--- src/hdl/matrix_torus_shift_core_defines.svh ---
// assertion macros shared by the matrix torus shift design
`ifndef MATRIX_TORUS_SHIFT_CORE_DEFINES_SVH
`define MATRIX_TORUS_SHIFT_CORE_DEFINES_SVH

// same-cycle implication, clocked on clk, off during reset
`define MTS_ASSERT_IMPLY(label, ante, cons, msg) \
    label: assert property (@(posedge clk) disable iff (!rst_n) (ante) |-> (cons)) \
        else $error(msg);

// next-cycle implication, clocked on clk, off during reset
`define MTS_ASSERT_NEXT(label, ante, cons, msg) \
    label: assert property (@(posedge clk) disable iff (!rst_n) (ante) |=> (cons)) \
        else $error(msg);

`endif

--- src/hdl/mts_pkg.sv ---
// shared types and constants of the matrix torus shift design
package mts_pkg;

    localparam int MAX_DIM_DEF    = 16;
    localparam int DATA_WIDTH_DEF = 32;

    localparam int OP_W       = 2;
    localparam int ROW_W      = 4;
    localparam int VAL_W      = 32;
    localparam int SIZE_W     = 5;
    localparam int COUNT_W    = 16;
    localparam int CFG_IDX_W  = 2;
    localparam int CFG_DATA_W = 16;

    localparam logic [OP_W-1:0] OP_WRITE = 2'd0;
    localparam logic [OP_W-1:0] OP_SHIFT = 2'd1;
    localparam logic [OP_W-1:0] OP_READ  = 2'd2;

    localparam logic [CFG_IDX_W-1:0] CFG_MATRIX_SIZE = 2'd0;
    localparam logic [CFG_IDX_W-1:0] CFG_SHIFT_COUNT = 2'd1;

    localparam logic [SIZE_W-1:0]  MATRIX_SIZE_RST = 5'd16;
    localparam logic [COUNT_W-1:0] SHIFT_COUNT_RST = 16'd1;

    typedef enum logic [1:0] {
        ST_IDLE,
        ST_MOD,
        ST_SWEEP,
        ST_DRAIN
    } mts_state_t;

    // status from the shift sequencer to the datapath
    typedef struct packed {
        logic busy;
        logic wr_en;
        logic flip;
    } mts_sweep_t;

endpackage

--- src/hdl/mts_mod.sv ---
// bit-serial remainder unit: shift count modulo matrix size
module mts_mod #(
    parameter int MAX_DIM = mts_pkg::MAX_DIM_DEF
) (
    input  logic                              clk,
    input  logic                              rst_n,
    input  logic                              start,
    input  logic [mts_pkg::COUNT_W-1:0]       dividend,
    input  logic [$clog2(MAX_DIM+1)-1:0]      divisor,
    output logic                              done,
    output logic [$clog2(MAX_DIM+1)-1:0]      rem
);
    import mts_pkg::*;

    localparam int N_W   = $clog2(MAX_DIM + 1);
    localparam int CNT_W = $clog2(COUNT_W + 1);

    logic               busy_reg, busy_next;
    logic               done_reg, done_next;
    logic [CNT_W-1:0]   cnt_reg, cnt_next;
    logic [COUNT_W-1:0] quo_reg, quo_next;
    logic [N_W-1:0]     rem_reg, rem_next;
    logic [N_W:0]       trial;

    always_comb
    begin
        busy_next = busy_reg;
        done_next = 1'b0;
        cnt_next  = cnt_reg;
        quo_next  = quo_reg;
        rem_next  = rem_reg;
        trial     = {rem_reg, quo_reg[COUNT_W-1]};
        if (start)
        begin
            busy_next = 1'b1;
            cnt_next  = CNT_W'(COUNT_W);
            quo_next  = dividend;
            rem_next  = '0;
        end
        else if (busy_reg)
        begin
            // one restoring step; remainder stays below divisor
            if (trial >= {1'b0, divisor})
            begin
                rem_next = N_W'(trial - {1'b0, divisor});
            end
            else
            begin
                rem_next = N_W'(trial);
            end
            quo_next = {quo_reg[COUNT_W-2:0], 1'b0};
            cnt_next = cnt_reg - 1'b1;
            if (cnt_reg == CNT_W'(1))
            begin
                busy_next = 1'b0;
                done_next = 1'b1;
            end
        end
    end

    always_ff @(posedge clk or negedge rst_n)
    begin
        if (!rst_n)
        begin
            busy_reg <= 1'b0;
            done_reg <= 1'b0;
            cnt_reg  <= '0;
        end
        else
        begin
            busy_reg <= busy_next;
            done_reg <= done_next;
            cnt_reg  <= cnt_next;
        end
    end

    always_ff @(posedge clk)
    begin
        quo_reg <= quo_next;
        rem_reg <= rem_next;
    end

    assign done = done_reg;
    assign rem  = rem_reg;

endmodule

--- src/hdl/mts_shift_ctrl.sv ---
// shift sequencer: remainder, then a copy sweep between the two banks if it is nonzero
module mts_shift_ctrl #(
    parameter int MAX_DIM = mts_pkg::MAX_DIM_DEF
) (
    input  logic                                  clk,
    input  logic                                  rst_n,
    input  logic                                  shift_go,
    input  logic [$clog2(MAX_DIM+1)-1:0]          n,
    input  logic [mts_pkg::COUNT_W-1:0]           shift_count,
    output logic [$clog2(MAX_DIM*MAX_DIM)-1:0]    src_addr,
    output logic [$clog2(MAX_DIM*MAX_DIM)-1:0]    dst_addr,
    output mts_pkg::mts_sweep_t                   status
);
    import mts_pkg::*;

    localparam int N_W   = $clog2(MAX_DIM + 1);
    localparam int SW    = N_W + 1;
    localparam int IDX_W = $clog2(MAX_DIM);
    localparam int AW    = $clog2(MAX_DIM * MAX_DIM);

    mts_state_t       state_reg, state_next;
    logic [IDX_W-1:0] i_reg, i_next;
    logic [IDX_W-1:0] j_reg, j_next;
    logic             wr_en_reg, wr_en_next;
    logic [AW-1:0]    dst_reg, dst_next;

    logic             mod_start;
    logic             mod_done;
    logic [N_W-1:0]   k;

    logic             in_block;
    logic             last_j;
    logic [SW-1:0]    si_sum, sj_sum, src_i, src_j;

    mts_mod #(
        .MAX_DIM (MAX_DIM)
    ) u_mod (
        .clk      (clk),
        .rst_n    (rst_n),
        .start    (mod_start),
        .dividend (shift_count),
        .divisor  (n),
        .done     (mod_done),
        .rem      (k)
    );

    // source of entry (i, j): old[(i+k) mod n][(j-k) mod n] inside the block
    always_comb
    begin
        in_block = (SW'(i_reg) < SW'(n)) && (SW'(j_reg) < SW'(n));
        si_sum   = SW'(i_reg) + SW'(k);
        sj_sum   = SW'(j_reg) + SW'(n) - SW'(k);
        if (si_sum >= SW'(n))
        begin
            si_sum = si_sum - SW'(n);
        end
        if (sj_sum >= SW'(n))
        begin
            sj_sum = sj_sum - SW'(n);
        end
        src_i    = in_block ? si_sum : SW'(i_reg);
        src_j    = in_block ? sj_sum : SW'(j_reg);
        src_addr = AW'(src_i * MAX_DIM + src_j);
        last_j   = (j_reg == IDX_W'(MAX_DIM - 1));
    end

    always_comb
    begin
        state_next = state_reg;
        i_next     = i_reg;
        j_next     = j_reg;
        wr_en_next = 1'b0;
        dst_next   = dst_reg;
        mod_start  = 1'b0;
        case (state_reg)
            ST_IDLE:
            begin
                if (shift_go && (n != '0))
                begin
                    mod_start  = 1'b1;
                    state_next = ST_MOD;
                end
            end
            ST_MOD:
            begin
                if (mod_done)
                begin
                    i_next     = '0;
                    j_next     = '0;
                    state_next = (k == '0) ? ST_IDLE : ST_SWEEP;
                end
            end
            ST_SWEEP:
            begin
                wr_en_next = 1'b1;
                dst_next   = AW'(i_reg * MAX_DIM + j_reg);
                j_next     = last_j ? '0 : j_reg + 1'b1;
                if (last_j)
                begin
                    i_next = i_reg + 1'b1;
                    if (i_reg == IDX_W'(MAX_DIM - 1))
                    begin
                        state_next = ST_DRAIN;
                    end
                end
            end
            ST_DRAIN:
            begin
                state_next = ST_IDLE;
            end
            default:
            begin
                state_next = ST_IDLE;
            end
        endcase
    end

    always_ff @(posedge clk or negedge rst_n)
    begin
        if (!rst_n)
        begin
            state_reg <= ST_IDLE;
            wr_en_reg <= 1'b0;
            i_reg     <= '0;
            j_reg     <= '0;
        end
        else
        begin
            state_reg <= state_next;
            wr_en_reg <= wr_en_next;
            i_reg     <= i_next;
            j_reg     <= j_next;
        end
    end

    always_ff @(posedge clk)
    begin
        dst_reg <= dst_next;
    end

    assign dst_addr      = dst_reg;
    assign status.busy   = (state_reg != ST_IDLE);
    assign status.wr_en  = wr_en_reg;
    assign status.flip   = (state_reg == ST_DRAIN);

endmodule

--- config.mk ---
export PLATFORM = sky130hd
export DESIGN_NAME = mts_shift_ctrl
export DESIGN_NICKNAME = d
export VERILOG_FILES = /design/src/hdl/matrix_torus_shift_core_defines.svh /design/src/hdl/mts_pkg.sv /design/src/hdl/mts_mod.sv /design/src/hdl/mts_shift_ctrl.sv
export SDC_FILE = /design/constraint.sdc
export NUM_CORES = 1
export LEC_CHECK = 0
export ABC_CLOCK_PERIOD_IN_PS = 6100
export BUFFER_PORTS_ARGS = -buffer_cell sky130_fd_sc_hd__buf_2
export CAP_MARGIN = 25
export CORE_UTILIZATION = 55
export CTS_BUF_LIST = sky130_fd_sc_hd__clkbuf_4
export CTS_CLUSTER_DIAMETER = 120
export CTS_CLUSTER_SIZE = 40
export DETAILED_ROUTE_END_ITERATION = 8
export PLACE_DENSITY = 0.79
export SYNTH_ARGS = -nofsm -noshare
export SYNTH_HDL_FRONTEND = slang
export SYNTH_SLANG_ARGS = --single-unit
--- constraint.sdc ---
create_clock -name clk -period 6.1 [get_ports clk]
set_clock_uncertainty 0.2 [all_clocks]
set_input_delay 1.22 -clock clk [delete_from_list [all_inputs] [get_ports clk]]
set_output_delay 1.22 -clock clk [all_outputs]
set_load 0.01 [all_outputs]
== Word level (Yosys, flattened, before mapping) ==
Cells that the tools add are included.
Storage, ports and cells
  register bits: 47
  input port bits: 24
  output and inout bits: 19
  logic and storage cells: 76
Operators by class
  add/subtract/negate cells: 11
  $lt $le $gt $ge: 5
  equal/unequal tests: 10
  multiplexer cells: 29
  reductions and logical operators: 11
Operators with widths (count)
  16-bit two-way mux: 2
  4-bit two-way mux: 5
  6-bit by 5-bit greater-or-equal comparator with 1-bit output: 3
  4-bit case mux with 2 select lines: 2
  5-bit two-way mux: 3
  4-bit by 5-bit adder with 6-bit output: 2
  6-bit two-way mux: 2
  6-bit by 5-bit subtractor with 6-bit output: 2
  4-bit by 5-bit less-than comparator with 1-bit output: 2
  2-bit two-way mux: 5
  1-bit two-way mux: 9
  4-bit by 1-bit adder with 4-bit output (second input constant): 2
  8-bit by 4-bit adder with 8-bit output: 1
  8-bit by 6-bit adder with 8-bit output: 1
  4-bit equality test (second input constant): 2
  2-bit case mux with 4 select lines: 1
  2-bit inequality test (second input constant): 3
  2-bit nonzero test: 3
  5-bit by 1-bit equality test with 1-bit output (second input constant): 1
  5-bit logical NOT: 1
  5-bit nonzero test: 1
  5-bit by 1-bit subtractor with 5-bit output (second input constant): 1
  5-bit subtractor: 1
  2-bit equality test (second input constant): 2
  other kinds (8): 9

== Longest topological paths before layout ==
  word-level depth: 6
  mapped depth: 20
  mapped depth without buffers: 20

== By module ==
Synthesis repeated with hierarchy kept, for this count alone.
Second synthesis, totals
  cells, all modules: 348
  area total of the unflattened synthesis: 3585.9 µm²
Modules (own cells, without submodules)
  mts_shift_ctrl: instances 1, cells each 239, area an instance 2175.8 µm², seq. area each 515.5 µm²
  mts_mod: instances 1, cells each 109, area an instance 1410.1 µm², seq. area each 755.7 µm²

== Worst setup path before layout ==
Ideal clock, no wire load.
  path kind: input to output
  start point: input n[1]
  end point: output src_addr[7]
  arrival: 5.128 ns
  data required time: 4.680 ns
  slack: -0.448 ns
  stages: 17
  path buffers: 0
  path through: inv_1 -> fa_1 -> inv_1 -> fa_1 -> a21o_1 -> a21oi_1 -> xnor2_1 -> ha_1 -> a21boi_1 -> or4b_1 -> a21oi_1 -> ha_1 -> a21oi_1 -> nand2b_1 -> xnor2_1 -> nor2_1 -> a31oi_1
Between the ends
  longest elaborated chain between the ends: 6
  elaborated cells on any way between the ends: 14
  those cells by class: add/sub: 5; order compare: 4; mux: 4; reduce/logical: 1
Ends and longest elaborated chain
  from (decl): line mts_shift_ctrl.sv:8  | input logic [$clog2(MAX_DIM+1)-1:0] n,
  4-bit by 5-bit adder with 6-bit output: line mts_shift_ctrl.sv:52  | sj_sum = SW'(j_reg) + SW'(n) - SW'(k);
  6-bit by 5-bit subtractor with 6-bit output: line mts_shift_ctrl.sv:52
  6-bit by 5-bit subtractor with 6-bit output or 6-bit by 5-bit greater-or-equal comparator with 1-bit output (tied branches): line mts_shift_ctrl.sv:59, mts_shift_ctrl.sv:57
  6-bit two-way mux: line mts_shift_ctrl.sv:57  | if (sj_sum >= SW'(n))
  6-bit two-way mux: line mts_shift_ctrl.sv:62  | src_j = in_block ? sj_sum : SW'(j_reg);
  8-bit by 6-bit adder with 8-bit output *: line mts_shift_ctrl.sv:63  | src_addr = AW'(src_i * MAX_DIM + src_j);
  to (decl): line mts_shift_ctrl.sv:10  | output logic [$clog2(MAX_DIM*MAX_DIM)-1:0] src_addr,
Mark *: on every way between the ends. The rest lies on a longest branch, timed or not.

== Worst setup path in the final report ==
Same ends and word-level chain as after synthesis.

==> summary.json <==
{
  "run_status": "finished with violations",
  "failing_checks": "negative setup slack",
  "max_cap_violations": 0,
  "floorplan.io_pins": 43,
  "finalWorstPathRequiredPeriod_ps": 6613,
  "first_pass_iters": 4,
  "synth-edff-count": 24,
  "critPathMaxFanout": 4,
  "clk-insertion-delay-late_ps": 360,
  "placed_cell_area_um2": 4119,
  "grt_start_max_net_pins": 26,
  "req_time_crit_path_ps": 4680,
  "crit_chain": "buf_8, clkinvlp_4, fa_1, inv_2, ha_4, a21o_4, a211oi_2, nor2_1, ha_1, buf_6, nand4_1, a21boi_2, or4b_4, a21oi_4, ha_4, a21oi_4, nor2_1, mux2i_1, a2bb2oi_2, a31oi_2, buf_2",
  "clk_root_buffer_cell": "sky130_fd_sc_hd__clkbuf_4",
  "critPathKind": "input port to output pin",
  "grt_antenna_before_repair": 0,
  "place_congestion": 0.8468,
  "cts.clk_slew.worst_paths_ps": 130,
  "route.detailed.vias_per_inst": 5.737,
  "worst_ep_arrival_time_ps": 5190,
  "cts_htree_levels": 2,
  "worst_slack_ps": -512.6,
  "floorplan.die.height_um": 82.83,
  "fin_worst_hold_slack_ps": 329.8,
  "drc": 0,
  "finalNetCount": 531,
  "postLayoutCellArea_um2": 4408,
  "cts_tree": "built",
  "finalSetupViolCount": 3,
  "yosysUniqueCellTypes": 60,
  "most_frequent_standard_cell_in_the_layout_excluding_fill_and_tap_cells": "sky130_fd_sc_hd__nand2_1",
  "timing.final.crit_share_pct": 108.4,
  "worstSetupEndpointType": "output pin",
  "slew-limit-headroom_pct": 50.69,
  "antenna_violating_nets_left": 0,
  "grt_overflow_total": 0,
  "placement.io_buffers": 42,
  "numPlacedInstances": 521,
  "hpwl_um": 5988,
  "layoutNonFillerInstCount": 539,
  "cp_slowest_stage_delay_ps": 570,
  "achievable-frequency_ghz": 0.1512,
  "final-max-slew-violation-count": 0,
  "ys_dominant_reg_cell": "sky130_fd_sc_hd__edfxtp_1",
  "syn_inst": 383,
  "mostFrequentLayoutCells": "sky130_fd_sc_hd__nand2_1 (59), sky130_fd_sc_hd__buf_2 (40), sky130_fd_sc_hd__buf_4 (37)",
  "die_area_um2": 6861,
  "grt_pass1_vias": 2948,
  "postSynthAreaPerCell_um2": 9.382,
  "via_count": 3092,
  "synth_async_sr_flop_share_pct": 38.30,
  "largest_register_ff_count": 16,
  "finalHoldViolations": 0,
  "die-width_um": 82.83,
  "fp.coreArea_um2": 6314,
  "holdCritStartpoint": "j_reg[1]",
  "floorplan.initialDensity_pct": 56.92,
  "tritoncts_num_sinks": 47,
  "critical_path_source": "n[1]",
  "placementRows": 29,
  "yosysSeqAreaShare_pct": 35.38,
  "numCtsBuffers": 5,
  "worst_margin_pin_slew_ps": 739.6,
  "area_grow_syn2layout_pct": 22.67,
  "diodes": 0,
  "grt_setup_unrepaired": "true",
  "drtIter0Drc": 236,
  "wl_per_cell_um": 15.87,
  "drive_above_1_share_pct": 27.92,
  "cpMaxStageDelayCell": "sky130_fd_sc_hd__fa_1",
  "synthesis.nets": 453,
  "route.final.wire_length_um": 8556,
  "worstSetupStartpointType": "input port",
  "hold_class": "flip-flop to flip-flop",
  "clock_path_buffers": 2,
  "syn_area_um2": 3593,
  "global_route_wire_length_before_repair_um": 13340,
  "synth.ff_latch_count": 47,
  "ys_warn_count": 0,
  "hold_buf_count_cts": 0,
  "track_usage_pct": 24.01
}
## final timing paths
check                                         to  slack [ps]  depth (start not counted)
worst max-delay path                 src_addr[7]        -510                         21
worst max register to register  u_mod.quo_reg[2]        3510                          3
worst min register to register       dst_addr[1]         330                          0
worst min-delay path                 dst_addr[1]         330                          0
min in group asynchronous               j_reg[3]         560                          1
max in group asynchronous             u_mod.done        4840                          1
## worst max-delay path: cells and delay by family
family,cells,cell delay (ps)
and+or+nand+nor,4,750
muxes,1,180
adders and majority gates,4,1360
AOI/OAI and AO/OA,7,1150
buffers and inverters,5,510
## metrics by stage
stage          utilization [%]  TNS, ps  worst slack (ps)
5_1_grt                  69.82    -1900            -680.9
3_3_place_gp             65.24    -1128            -490.1
4_1_cts                  68.63   -884.6            -499.5
6_report                 69.82    -1362            -512.6
2_1_floorplan                -   -323.5            -260.9
3_5_place_dp             65.24    -1335            -626.3
## per-layer routing
layer / global-route usage, % / up-vias / share of wire [%]
li1: - / 1493 / -
met1: 29.31 / 1480 / 41
met2: 43.89 / 96 / 52
met3: 3.380 / 23 / 4.8
met4: 7.053 / 0 / 2.4
met5: 0 / - / 0
## what timing repair did
item,CTS,global route
pin swaps,20,20
setup endpoints to repair,3,3
setup buffers,8,3
resized for setup,11,11
## final cells by class
class / instances / area (µm²)
timing repair buffer: 81 / 526.8
multi-input combinational: 288 / 2285
sequential: 47 / 1271
clock inverter: 1 / 30.03
inverter: 38 / 146.4
clock buffer: 7 / 52.55
fill: 493 / 1906
tap: 77 / 96.34
## kinds of logic (layout without fill, tap and decap cells)
kind of cell	after synthesis	count (layout)	share of synthesized area, %
adders and majority gates	46	46	17.90
xor gates and xnor gates	16	16	3.900
buffers and inverters	48	127	5.745
muxes	15	15	4.283
DFF	47	47	35.38
and+or+nand+nor	135	135	17.93
AOI/OAI and AO/OA	76	76	14.87
## cell usage after synthesis (3+ instances only)
library cell,count,area [µm²]
sky130_fd_sc_hd__fa_1,9,180.2
sky130_fd_sc_hd__a21o_1,5,37.54
sky130_fd_sc_hd__a21oi_1,23,115.1
sky130_fd_sc_hd__dfrtp_1,18,450.4
sky130_fd_sc_hd__mux2_2,3,33.78
sky130_fd_sc_hd__nor2_1,26,97.59
sky130_fd_sc_hd__mux2i_1,12,120.1
sky130_fd_sc_hd__nand2b_1,8,50.05
sky130_fd_sc_hd__nor2b_1,5,31.28
sky130_fd_sc_hd__a31oi_1,3,18.77
sky130_fd_sc_hd__a211oi_2,3,37.54
sky130_fd_sc_hd__dfxtp_1,5,100.1
sky130_fd_sc_hd__edfxtp_1,24,720.7
sky130_fd_sc_hd__inv_1,37,138.9
sky130_fd_sc_hd__o21ai_0,14,70.07
sky130_fd_sc_hd__nand2_1,59,221.5
sky130_fd_sc_hd__a211oi_1,4,30.03
sky130_fd_sc_hd__nand3_1,8,40.04
sky130_fd_sc_hd__nor3b_1,4,30.03
sky130_fd_sc_hd__o21a_1,3,22.52
sky130_fd_sc_hd__clkbuf_1,3,11.26
sky130_fd_sc_hd__nor3_1,7,35.03
sky130_fd_sc_hd__a21boi_0,3,22.52
sky130_fd_sc_hd__buf_2,3,15.01
sky130_fd_sc_hd__xor2_1,5,43.79
sky130_fd_sc_hd__xnor2_1,11,96.34
sky130_fd_sc_hd__ha_1,37,462.9
Power is left out: the tool's default activity adds up to more than one toggle a clock period on the data nets, which glitch-free logic cannot reach.
